`config.mk`:
```
export PLATFORM = sky130hd
export DESIGN_NAME = acc_ctrl
export DESIGN_NICKNAME = d
export VERILOG_FILES = /design/src/design/acc_pkg.sv /design/src/design/acc_ctrl.sv
export VERILOG_INCLUDE_DIRS = /design/src /design/src/design
export SDC_FILE = /design/constraint.sdc
export NUM_CORES = 1
export LEC_CHECK = 0
export BUFFER_PORTS_ARGS = -buffer_cell sky130_fd_sc_hd__buf_2
export CORE_AREA = 2 2 39 41
export CTS_CLUSTER_DIAMETER = 100
export DETAILED_ROUTE_END_ITERATION = 8
export DIE_AREA = 0 0 41 43
export PLACE_DENSITY_LB_ADDON = 0.2
export SYNTH_ARGS = -nofsm -noshare
export SYNTH_HDL_FRONTEND = slang
export SYNTH_SLANG_ARGS = --single-unit
```
`constraint.sdc`:
```
create_clock -name clk -period 1.1 [get_ports clk]
set_input_delay 0.11 -clock clk [delete_from_list [all_inputs] [get_ports clk]]
set_output_delay 0.11 -clock clk [all_outputs]
set_load 0.005 [all_outputs]
```
`src/design/adc_channel_conditioner_unit_defines.svh`:
```
// Assertion macros shared by the conditioner modules.
`ifndef ADC_CHANNEL_CONDITIONER_UNIT_DEFINES_SVH
`define ADC_CHANNEL_CONDITIONER_UNIT_DEFINES_SVH
`ifndef SYNTH
`define ACC_ASSERT_IMP(name, pre, post) \
	name: assert property (@(posedge clk) disable iff (!arst_n) (pre) |-> (post)) \
		else $error("same-cycle check failed");
`define ACC_ASSERT_NXT(name, pre, post) \
	name: assert property (@(posedge clk) disable iff (!arst_n) (pre) |=> (post)) \
		else $error("next-cycle check failed");
`else
`define ACC_ASSERT_IMP(name, pre, post)
`define ACC_ASSERT_NXT(name, pre, post)
`endif
`endif

```
`src/design/acc_pkg.sv`:
```
// Types, constants and helper functions of the ADC channel conditioner.
package acc_pkg;

	localparam int WINDOW_SHIFT = 7;
	localparam int NUM_CURR     = 4;
	localparam int FIDX_W       = 2;
	localparam int MEM_AW       = FIDX_W + WINDOW_SHIFT;
	localparam int MEM_DEPTH    = NUM_CURR << WINDOW_SHIFT;
	localparam int SAMPLE_W     = 16;
	localparam int SUM_W        = SAMPLE_W + WINDOW_SHIFT;
	localparam int CH_W         = 4;
	localparam int VALUE_W      = 26;
	localparam int SUPPLY_W     = 16;
	localparam int GAIN_W       = 10;
	localparam int VREF_W       = 24;
	localparam int CFG_IDX_W    = 2;
	localparam int CFG_DATA_W   = 24;
	localparam int GS_W         = GAIN_W + SUPPLY_W;
	localparam int RAW_W        = SAMPLE_W + 1;
	localparam int PROD_W       = GS_W + 1 + RAW_W;
	localparam int SCALE_SHIFT  = 16;
	localparam int SHIFTED_W    = PROD_W - SCALE_SHIFT;
	localparam int NUM_W        = VREF_W + 1;
	localparam int DIV_CNT_W    = 5;

	localparam logic [SUPPLY_W-1:0] NOMINAL_SUPPLY = SUPPLY_W'(3300);
	localparam logic [VREF_W-1:0]   VREF_RESET     = VREF_W'(4964352);
	localparam logic [GAIN_W-1:0]   CUR_GAIN_RESET = GAIN_W'(40);
	localparam logic [GAIN_W-1:0]   VIN_GAIN_RESET = GAIN_W'(288);
	localparam logic [GAIN_W-1:0]   VPH_GAIN_RESET = GAIN_W'(288);

	localparam logic signed [SHIFTED_W-1:0] VAL_MAX_EXT = SHIFTED_W'((1 << (VALUE_W - 1)) - 1);
	localparam logic signed [SHIFTED_W-1:0] VAL_MIN_EXT = SHIFTED_W'(-(1 << (VALUE_W - 1)));

	localparam logic [CH_W-1:0] CH_REF    = CH_W'(0);
	localparam logic [CH_W-1:0] CH_VIN    = CH_W'(1);
	localparam logic [CH_W-1:0] CH_PH_LO  = CH_W'(2);
	localparam logic [CH_W-1:0] CH_PH_HI  = CH_W'(4);
	localparam logic [CH_W-1:0] CH_CUR_LO = CH_W'(5);
	localparam logic [CH_W-1:0] CH_CUR_HI = CH_W'(8);

	localparam logic [CFG_IDX_W-1:0] CFG_VREF     = CFG_IDX_W'(0);
	localparam logic [CFG_IDX_W-1:0] CFG_CUR_GAIN = CFG_IDX_W'(1);
	localparam logic [CFG_IDX_W-1:0] CFG_VIN_GAIN = CFG_IDX_W'(2);
	localparam logic [CFG_IDX_W-1:0] CFG_VPH_GAIN = CFG_IDX_W'(3);

	typedef enum logic [2:0] {
		KIND_REF,
		KIND_VIN,
		KIND_VPH,
		KIND_CUR,
		KIND_NONE
	} acc_kind_t;

	typedef enum logic [2:0] {
		ST_IDLE,
		ST_PREP,
		ST_DIV,
		ST_WIN,
		ST_MUL_NOW,
		ST_MUL_MEAN,
		ST_FINISH
	} acc_state_t;

	typedef struct packed {
		logic load_in;
		logic prep;
		logic div_step;
		logic win_update;
		logic mul_now;
		logic mul_mean;
		logic load_out;
	} acc_cmd_t;

	typedef struct packed {
		acc_kind_t kind;
		logic      zero_sample;
		logic      div_last;
		logic      out_free;
	} acc_status_t;

	function automatic acc_kind_t acc_kind(input logic [CH_W-1:0] ch);
		acc_kind_t k;
		if (ch == CH_REF) k = KIND_REF;
		else if (ch == CH_VIN) k = KIND_VIN;
		else if (ch >= CH_PH_LO && ch <= CH_PH_HI) k = KIND_VPH;
		else if (ch >= CH_CUR_LO && ch <= CH_CUR_HI) k = KIND_CUR;
		else k = KIND_NONE;
		return k;
	endfunction

	function automatic logic signed [VALUE_W-1:0] acc_clamp(input logic signed [PROD_W-1:0] p);
		logic signed [SHIFTED_W-1:0] t;
		logic signed [VALUE_W-1:0]   r;
		t = p[PROD_W-1:SCALE_SHIFT];
		if (t > VAL_MAX_EXT) r = VALUE_W'(VAL_MAX_EXT);
		else if (t < VAL_MIN_EXT) r = VALUE_W'(VAL_MIN_EXT);
		else r = VALUE_W'(t);
		return r;
	endfunction

endpackage

```
`src/design/acc_ctrl.sv`:
```
// Sequencing state machine of the conditioner.
`include "adc_channel_conditioner_unit_defines.svh"

module acc_ctrl import acc_pkg::*; (
	input  logic        clk,
	input  logic        arst_n,
	input  logic        conv_valid,
	output logic        conv_ready,
	input  acc_status_t st,
	output acc_cmd_t    cmd
);

	acc_state_t state_q;
	acc_state_t state_d;

	always_ff @(posedge clk or negedge arst_n) begin
		if (!arst_n) begin
			state_q <= ST_IDLE;
		end else begin
			state_q <= state_d;
		end
	end

	always_comb begin
		state_d = state_q;
		case (state_q)
			ST_IDLE: begin
				if (conv_valid) state_d = ST_PREP;
			end
			ST_PREP: begin
				case (st.kind)
					KIND_REF: state_d = st.zero_sample ? ST_FINISH : ST_DIV;
					KIND_VIN, KIND_VPH: state_d = ST_MUL_NOW;
					KIND_CUR: state_d = ST_WIN;
					default: state_d = ST_FINISH;
				endcase
			end
			ST_DIV: begin
				if (st.div_last) state_d = ST_FINISH;
			end
			ST_WIN: state_d = ST_MUL_NOW;
			ST_MUL_NOW: begin
				state_d = (st.kind == KIND_CUR) ? ST_MUL_MEAN : ST_FINISH;
			end
			ST_MUL_MEAN: state_d = ST_FINISH;
			ST_FINISH: begin
				if (st.out_free) state_d = ST_IDLE;
			end
			default: state_d = ST_IDLE;
		endcase
	end

	always_comb begin
		cmd        = '0;
		conv_ready = 1'b0;
		case (state_q)
			ST_IDLE: begin
				conv_ready  = 1'b1;
				cmd.load_in = conv_valid;
			end
			ST_PREP:     cmd.prep       = 1'b1;
			ST_DIV:      cmd.div_step   = 1'b1;
			ST_WIN:      cmd.win_update = 1'b1;
			ST_MUL_NOW:  cmd.mul_now    = 1'b1;
			ST_MUL_MEAN: cmd.mul_mean   = 1'b1;
			ST_FINISH:   cmd.load_out   = st.out_free;
			default: begin
				cmd        = '0;
				conv_ready = 1'b0;
			end
		endcase
	end

	`ACC_ASSERT_NXT(a_accept_to_prep, conv_valid && conv_ready, state_q == ST_PREP)
	`ACC_ASSERT_IMP(a_load_when_free, cmd.load_out, st.out_free)

endmodule

```
==> flow_summary.toml, run 1 <==
[yosys]
ys_ff_latch = 3
synth_compound_area_share_pct = 16.89
synth_fp_nets = 44
synthSimpleGateAreaFrac_pct = 36.99
synthCells = 35
synth_warnings = 0
synthTopCellsByCount = "5 x nor2_1, 5 x nor3_1, 3 x dfrtp_1"
synth_xor_xnor_area_share_pct = 6.393
netlist_area_um2 = 274.0
netlist.area_leader.share_pct = 27.40
synth_fa_ha_area_share_pct = 0
ys_seq_area_share_pct = 27.40
synthFlopType = "dfrtp_1"
synth_top_family_by_area = "simple AND/OR/NAND/NOR gates"
postSynthAreaPerCell_um2 = 7.829
ys_types = 21
yosysTopAreaCell = "dfrtp_1"
synth_mux_area_share_pct = 0
synth_area_leaders = "dfrtp_1 27%, nor3_1 9.1%, buf_6 8.2%, nor2_1 6.8%, and2_1 4.6%"
synth_edf_count = 0
synthArstFlopShare_pct = 100.0

[sta]
drv_slew = 0
worst_clock_skew_ps = 0.5607
rsz0062_at_grt = "true"
layout_min_cycle_time_ps = 1262
max_slew_margin_pct = 82.78
hold_viol = 0
final.period_utilization_pct = 114.7
worst_pin_slew_ps = 255.9
timing.hold.ws_ps = 178.3
setup_ws_ps = -161.5
fmaxAchievable_mhz = 792.7
setup_viol = 10
setup-tns-final_ps = -963.7

[global_routing]
grt_max_degree = 11
grt_pass1_vias = 300
grt_pass1_wl_mm = 1.207
grt_overflow = 0
antenna_found_initial = 0
grt_usage_pct = 10.37

[worst_setup_path]
worstPathRequired_ps = 990
path_max_fanout = 6
r2r_cells = 6
rr_startpoint = "state_q[0]$_DFFE_PN0P_"
critPathLaunchType = "register"
cp.arrival_ps = 1150
r2r_slack_ps = -80
crit_path_end_kind = "output pin"
endpoint = "cmd[6]"
worst-setup-path-type = "register to output pin"
startpoint = "state_q[0]$_DFFE_PN0P_"
reg2reg_to = "state_q[1]$_DFFE_PN0P_"

[power]
power.total_mw = 1.367
p_int_mw = 0.8362
netSwitchingPower_mw = 0.5304
seqPwrFrac_pct = 17.6
p_sw_share_pct = 38.81
ir_drop_uv = 693.1
power_frac_clock_pct = 14.0
p_leak_nw = 0.2582
power.density_nw_per_um2 = 2645
share_comb_of_total_power_pct = 68.3

[detailed_routing]
first_iter_violations = 4
num_vias = 341
routed_via_density = 4.316
dr.pass1.iters = 4
totalWireLength_um = 795
post_drt_wl_per_cell_um = 10.06
ant_nets = 0
drc = 0

[die]
ios = 17
floorplan.die.height_um = 43
initial_utilization_pct = 19.80
die_area_um2 = 1763
rows = 14
die_w_um = 41
coreArea_um2 = 1384

[clock_tree]
clockRootBuffer = "clkbuf_4"
clk_latency_ps = 230
clk_pin_slew_ps = 40
clockBufferDepth = 2
cts_tree = "done"
clock_sinks = 3
cts_buffers = 3
cts.htree.levels = 1

[min_path]
hp-class = "primary input to register"

[cells_and_area]
drive_gt1_share_pct = 61.90
reg.largest.list = "state_q x3"
fin_util_pct = 37.34
largest-register = "state_q"
largest_reg_flops = 3
diodes = 0
layout.nets = 73
nFillCells = 159
area_growth_pct = 88.58

[outcome]
status = "complete, but fails checks"
violations = "setup timing"

[placement]
dp_hpwl_um = 543.7
place_ws_ps = 11.94
routabilityCongestion = 0.6949
io_buffers = 16

[flow_run]
maxCapViolations = 0
[cell usage in the layout (no fill, tap or decap), types with 2 or more instances in the layout]
cell type and n:
and2_1 2, buf_2 15, buf_4 5, buf_6 6
clkbuf_4 3, dfrtp_1 2, nor2_1 4, nor3_1 2
nor3_2 2, o21ai_1 2
[power by group through the flow]
| stage | clock network [mW] | registers (mW) | logic [mW] |
|---|---|---|---|
| finish | 0.192 | 0.241 | 0.934 |
| CTS | 0.201 | 0.226 | 0.745 |
| floorplan | 0 | 0.185 | 0.449 |
| global route | 0.208 | 0.249 | 1.03 |
| global placement | 0 | 0.214 | 0.635 |
| detailed placement | 0 | 0.211 | 0.626 |
[kinds of logic (layout without fill, tap and decap cells)]
group	count (synthesis)	count (layout)
buffers and inverters	4	32
AOI/OAI and AO/OA	7	7
and+or+nand+nor	19	19
xor gates and xnor gates	2	2
DFF	3	3
[layout make-up]
type | instances | area (um2) | share of cell area [%]
Clock buffer | 4 | 26.28 | 5.085
Inverter | 1 | 3.754 | 0.7264
Multi-Input combinational cell | 28 | 200.2 | 38.74
Sequential cell | 3 | 76.32 | 14.77
Tap cell | 16 | 20.02 | 3.874
Timing Repair Buffer | 27 | 190.2 | 36.80
[how the worst min path moves through the flow]
stage               startpoint                endpoint  slack, ps  cells past startpoint
detailed placement      arst_n  state_q[1]$_DFFE_PN0P_        -90                      1
CTS                 conv_valid  state_q[0]$_DFFE_PN0P_        170                      3
finish              conv_valid  state_q[0]$_DFFE_PN0P_        180                      3
global placement        arst_n  state_q[1]$_DFFE_PN0P_        -90                      1
global route        conv_valid  state_q[0]$_DFFE_PN0P_        210                      3
floorplan               arst_n  state_q[0]$_DFFE_PN0P_       -190                      0
[worst max-delay path: stages (launching register included)]
cell and delay [ps]:
dfrtp_1 370, buf_6 140, nor3_4 170, and2_1 130
buf_2 100
[metrics by stage]
| step | instance area (um2) | instances |
|---|---|---|
| after global placement | 381.6 | 69 |
| after global routing | 516.7 | 79 |
| after detailed placement | 381.6 | 69 |
| after floorplan | 274.0 | 35 |
| final | 516.7 | 79 |
| after CTS | 467.9 | 75 |
[routing by layer]
layer  global-route usage (%)  part of all wire [%]
met5                        0                     0
met4                    8.000                     0
met3                    3.141                   4.2
met2                    13.75                    49
met1                    13.31                    47
[timing repair]
action                     4_1_cts  5_1_grt
hold buffers                     1        0
setup buffers                    1        4
gates resized for setup         11        6
pin swaps                        2        7
setup endpoints to repair        8       11
hold endpoints to repair         3        0
Power figures use the tool's default switching activity.
==> run 2, diff against run 1 <==
==> constraint.sdc (replaced) <==
create_clock -name clk -period 1.6 [get_ports clk]
set_input_delay 0.16 -clock clk [delete_from_list [all_inputs] [get_ports clk]]
set_output_delay 0.16 -clock clk [all_outputs]
set_load 0.005 [all_outputs]
==> run 2 against run 1 <==
Against the previous run:
- the run now ends clean
- final cell count decreased by 13%
- via count down 9.4%
- largest power group unchanged
- global-route usage fell by 0.32 points
- sequential share of layout area is 5.0 points higher
- hold slack improved by 24 ps
- routed wire length fell by 15%
- critical endpoint is now cmd[1]
==> flow_summary.toml, run 2 (synthesis gave the netlist of run 1 again) <==
[global_routing]
grt_pass1_wl_mm = 1.145
grt_pass1_vias = 265
grt_usage_pct = 10.05
grt_max_degree = 12
grt_overflow = 0
antenna_found_initial = 0

[die]
coreArea_um2 = 1384
die_w_um = 41
die_area_um2 = 1763
floorplan.die.height_um = 43
rows = 14
ios = 17
initial_utilization_pct = 19.80

[cells_and_area]
largest_reg_flops = 3
largest-register = "state_q"
drive_gt1_share_pct = 41.51
final_common_cell = "buf_2"
diodes = 0
layout.nets = 63
area_growth_pct = 38.81
reg.largest.list = "state_q x3"
final_cell_mix = "16 x buf_2, 5 x nor2_1, 5 x nor3_1"
final_cells = 69

[clock_tree]
cts_buffers = 3
clockRootBuffer = "clkbuf_4"
cts.htree.levels = 1
clock_sinks = 3
clk_latency_ps = 230
cts_tree = "done"
clk_pin_slew_ps = 40
clockBufferDepth = 2

[sta]
worst_pin_slew_ps = 324.9
worst_clock_skew_ps = 1.328
drv_slew = 0
max_slew_margin_pct = 78.34
final.period_utilization_pct = 91.77
timing.hold.ws_ps = 201.9
hold_viol = 0
setup-tns-final_ps = 0
rsz0062_at_grt = "false"
setup_viol = 0
fmaxAchievable_mhz = 681.0
layout_min_cycle_time_ps = 1468

[worst_setup_path]
worstPathRequired_ps = 1440
critPathLaunchType = "register"
crit_chain = "or2b_2 -> nor2_1 -> buf_2"
critical-path-max-stage-delay_ps = 520
crit_path_end_kind = "output pin"
cp.arrival_ps = 1310
crit_path_top_delay_cell = "dfrtp_1"
path_max_fanout = 11
worst-setup-path-type = "register to output pin"

[power]
ir_drop_uv = 436.1
p_leak_nw = 0.2020
power.total_mw = 0.6213
power.density_nw_per_um2 = 1633

[placement]
dp.cells = 64
routabilityCongestion = 0.7186
io_buffers = 16

[detailed_routing]
post_drt_wl_per_cell_um = 9.826
totalWireLength_um = 678
ant_nets = 0
num_vias = 309
dr.pass1.iters = 4
drc = 0
first_iter_violations = 6
routed_via_density = 4.478

[outcome]
status = "finished clean"

[flow_run]
maxCapViolations = 0

[min_path]
hp-class = "primary input to register"
run 2: changes by cell type in the layout (fill, tap and decap cells not counted), moves of 2 or more:
cell,previous run,this run
buf_6,6,0
nor3_1,2,5
nor3_2,2,0
buf_4,5,0
run 2: worst paths after layout:
check                                        from                endpoint  slack, ps  depth (start not counted)
max reg2reg                state_q[0]$_DFFE_PN0P_  state_q[2]$_DFFE_PN0P_        340                          3
max                        state_q[0]$_DFFE_PN0P_                  cmd[1]        130                          3
min in group asynchronous                  arst_n  state_q[2]$_DFFE_PN0P_        250                          2
min reg2reg                state_q[1]$_DFFE_PN0P_  state_q[0]$_DFFE_PN0P_        630                          1
max in group asynchronous                  arst_n  state_q[1]$_DFFE_PN0P_       1250                          2
min                                    conv_valid  state_q[0]$_DFFE_PN0P_        200                          3
run 2: worst max-delay path: cells and delay by family (launching register included):
family | cells | cell delay, ps
buffers and inverters | 1 | 110
and+or+nand+nor | 2 | 430
DFF | 1 | 520
run 2: routing by layer:
metal | vias up | GRT usage, % | part of all wire, %
li1 | 156 | - | -
met1 | 140 | 12.58 | 44
met2 | 11 | 12.50 | 45
met3 | 2 | 3.141 | 8.6
met4 | 0 | 10.00 | 1.9
met5 | - | 0 | 0
run 2: per-stage QoR:
step                      setup slack (ps)  area (um2)  util, %
final                                131.7       380.4    27.49
after global routing                 24.01       380.4    27.49
after CTS                            114.8       380.4    27.49
after detailed placement             332.9       344.1    24.86
after global placement               376.9       344.1    24.86
after floorplan                      513.9       274.0        -
run 2: where the power goes:
group          switching [mW]  internal (mW)
Sequential             0.0947          0.112
Clock                  0.0410         0.0936
Combinational           0.126          0.154
run 2: timing repair:
item,in CTS,in global routing
setup buffers,0,0
hold buffers,1,0
gates resized for setup,0,0
endpoints found under the hold margin,3,0
run 2: area by class of cell:
class	count	area [um2]
Fill cell	155	1003
Multi-Input combinational cell	28	165.2
Timing Repair Buffer	17	90.09
Sequential cell	3	75.07
Clock buffer	4	26.28
Tap cell	16	20.02
Inverter	1	3.754
==> run 3, diff against run 2 <==
--- a/config.mk
+++ b/config.mk
@@ -6,7 +6,7 @@
 export SDC_FILE = /design/constraint.sdc
 export NUM_CORES = 1
 export LEC_CHECK = 0
-export BUFFER_PORTS_ARGS = -buffer_cell sky130_fd_sc_hd__buf_2
+export BUFFER_PORTS_ARGS = -buffer_cell sky130_fd_sc_hd__buf_4
 export CORE_AREA = 2 2 39 41
 export CTS_CLUSTER_DIAMETER = 100
 export DETAILED_ROUTE_END_ITERATION = 8
==> constraint.sdc (replaced) <==
create_clock -name clk -period 1.3 [get_ports clk]
set_input_delay 0.13 -clock clk [delete_from_list [all_inputs] [get_ports clk]]
set_output_delay 0.13 -clock clk [all_outputs]
set_load 0.005 [all_outputs]
==> run 3 against run 2 <==
Against the previous run:
- clock power up 24%
- routed wire length up 12%
- count of clock-buffer cells in the layout unchanged
- clock skew up 5.9 ps
- worst setup slack worse by 110 ps
- hold slack worse by 2.3 ps
- non-clock buffer count up 6
- sequential cell count unchanged
- cell area up 27%
- register-to-register slack worse by 200 ps
- first-iteration DRC count up 17%
- largest cell class unchanged
==> flow_summary.toml, run 3 (synthesis gave the netlist of run 1 again) <==
[sta]
setup_ws_ps = 17.20
fmaxAchievable_mhz = 779.5
worst_clock_skew_ps = 7.229
worst_pin_slew_ps = 271.8
rsz0062_at_grt = "true"
layout_min_cycle_time_ps = 1283
timing.hold.ws_ps = 199.7
final.period_utilization_pct = 98.68
drv_slew = 0
setup_viol = 0
setup-tns-final_ps = 0
max_slew_margin_pct = 81.71
hold_viol = 0

[cells_and_area]
area_growth_pct = 76.71
drive_gt1_share_pct = 57.63
fin_util_pct = 34.99
diodes = 0
final_area_um2 = 484.2
layout.nets = 69
final_cell_mix = "21 x buf_4, 5 x nor2_1, 3 x nor3_2, 3 x clkbuf_4, 3 x dfrtp_2"
final_cells = 75
largest-register = "state_q"
largest_reg_flops = 3
final_common_cell = "buf_4"
reg.largest.list = "state_q x3"

[worst_setup_path]
rr_startpoint = "state_q[0]$_DFFE_PN0P_"
r2r_slack_ps = 140
crit_chain = "buf_4 -> and3_2 -> buf_4"
cp_common_cell = "buf_4"
reg2reg_to = "state_q[2]$_DFFE_PN0P_"
critPathBufInv = 2
path_max_fanout = 6
critical-path-max-stage-delay_ps = 430
r2r_cells = 4
worst-setup-path-type = "register to output pin"
cp.arrival_ps = 1150
crit_path_top_delay_cell = "dfrtp_2"
critPathTopFamily = "flip-flops"
critPathLaunchType = "register"
worstPathRequired_ps = 1170
crit_path_end_kind = "output pin"

[detailed_routing]
num_vias = 350
dr.pass1.iters = 4
drc = 0
routed_via_density = 4.667
first_iter_violations = 7
totalWireLength_um = 757
post_drt_wl_per_cell_um = 10.09
ant_nets = 0

[global_routing]
grt_overflow = 0
grt_pass1_vias = 298
grt_pass1_wl_mm = 1.207
antenna_found_initial = 0
grt_max_degree = 10
grt_usage_pct = 10.06

[die]
floorplan.die.height_um = 43
ios = 17
rows = 14
initial_utilization_pct = 19.80
coreArea_um2 = 1384
die_w_um = 41
die_area_um2 = 1763

[clock_tree]
clockRootBuffer = "clkbuf_4"
cts_tree = "done"
clk_pin_slew_ps = 40
cts_buffers = 3
clk_latency_ps = 240
clockBufferDepth = 2
clock_sinks = 3
cts.htree.levels = 1

[placement]
postPlaceCellArea_um2 = 391.6
place_ws_ps = 42.18
routabilityCongestion = 0.6969
dp.cells = 65
io_buffers = 16

[power]
ir_drop_uv = 529.8
power.density_nw_per_um2 = 2050
p_leak_nw = 0.2426
power.total_mw = 0.9926

[min_path]
hold_start = "st[0]"
holdPathStages = 4
holdPathEnd = "state_q[1]$_DFFE_PN0P_"
hp-class = "primary input to register"

[outcome]
status = "finished clean"

[flow_run]
maxCapViolations = 0
run 3: cell count changes in the layout (fill, tap and decap cells not counted):
cell and change:
nor3_2 +3, buf_4 +21, dfrtp_1 -3, nor3_1 -3
clkbuf_2 +1, dfrtp_2 +3, or2b_4 +1, or2b_2 -1
buf_2 -16
run 3: worst max-delay path by stage:
stage	from	endpoint	slack (ps)	cells after the start
2_1_floorplan	state_q[1]$_DFFE_PN0P_	cmd[6]	240	3
3_3_place_gp	state_q[0]$_DFFE_PN0P_	state_q[2]$_DFFE_PN0P_	90	3
3_5_place_dp	state_q[0]$_DFFE_PN0P_	state_q[2]$_DFFE_PN0P_	40	3
4_1_cts	state_q[2]$_DFFE_PN0P_	cmd[6]	0.4	3
5_1_grt	state_q[0]$_DFFE_PN0P_	cmd[4]	-20	3
6_report	state_q[0]$_DFFE_PN0P_	cmd[3]	20	3
run 3: worst reg2reg max path, delay by kind of cell, from the launching register on:
kind / cells / cell delay [ps]
DFF: 1 / 430
AOI/OAI and AO/OA: 2 / 390
buffers and inverters: 1 / 160
and+or+nand+nor: 1 / 60
run 3: timing repair:
action | in CTS | in global routing
resized for setup | 4 | 3
endpoints found under the hold margin | 3 | 0
buffers inserted | 4 | 1
endpoints found under the setup margin | 6 | 5
gates cloned | 0 | 0
hold buffers | 1 | 0
run 3: area by class of cell:
type,instances,area [um2]
inverter,1,3.754
timing repair buffer,23,172.7
fill,157,899.6
tap,16,20.02
clock buffer,4,26.28
multi-input combinational,28,182.7
sequential,3,78.83
run 3: metal layers:
metal | track usage (%) | part of all wire [%] | up-vias
li1 | - | - | 170
met1 | 12.62 | 40 | 160
met2 | 15.31 | 53 | 16
met3 | 0 | 5.4 | 4
met4 | 8.000 | 1.3 | 0
met5 | 0 | 0 | -
run 3: power breakdown:
part           switching (mW)  leakage, nW  internal (mW)
combinational           0.257        0.194          0.345
sequential             0.0743       0.0334          0.148
clock                  0.0525       0.0150          0.115
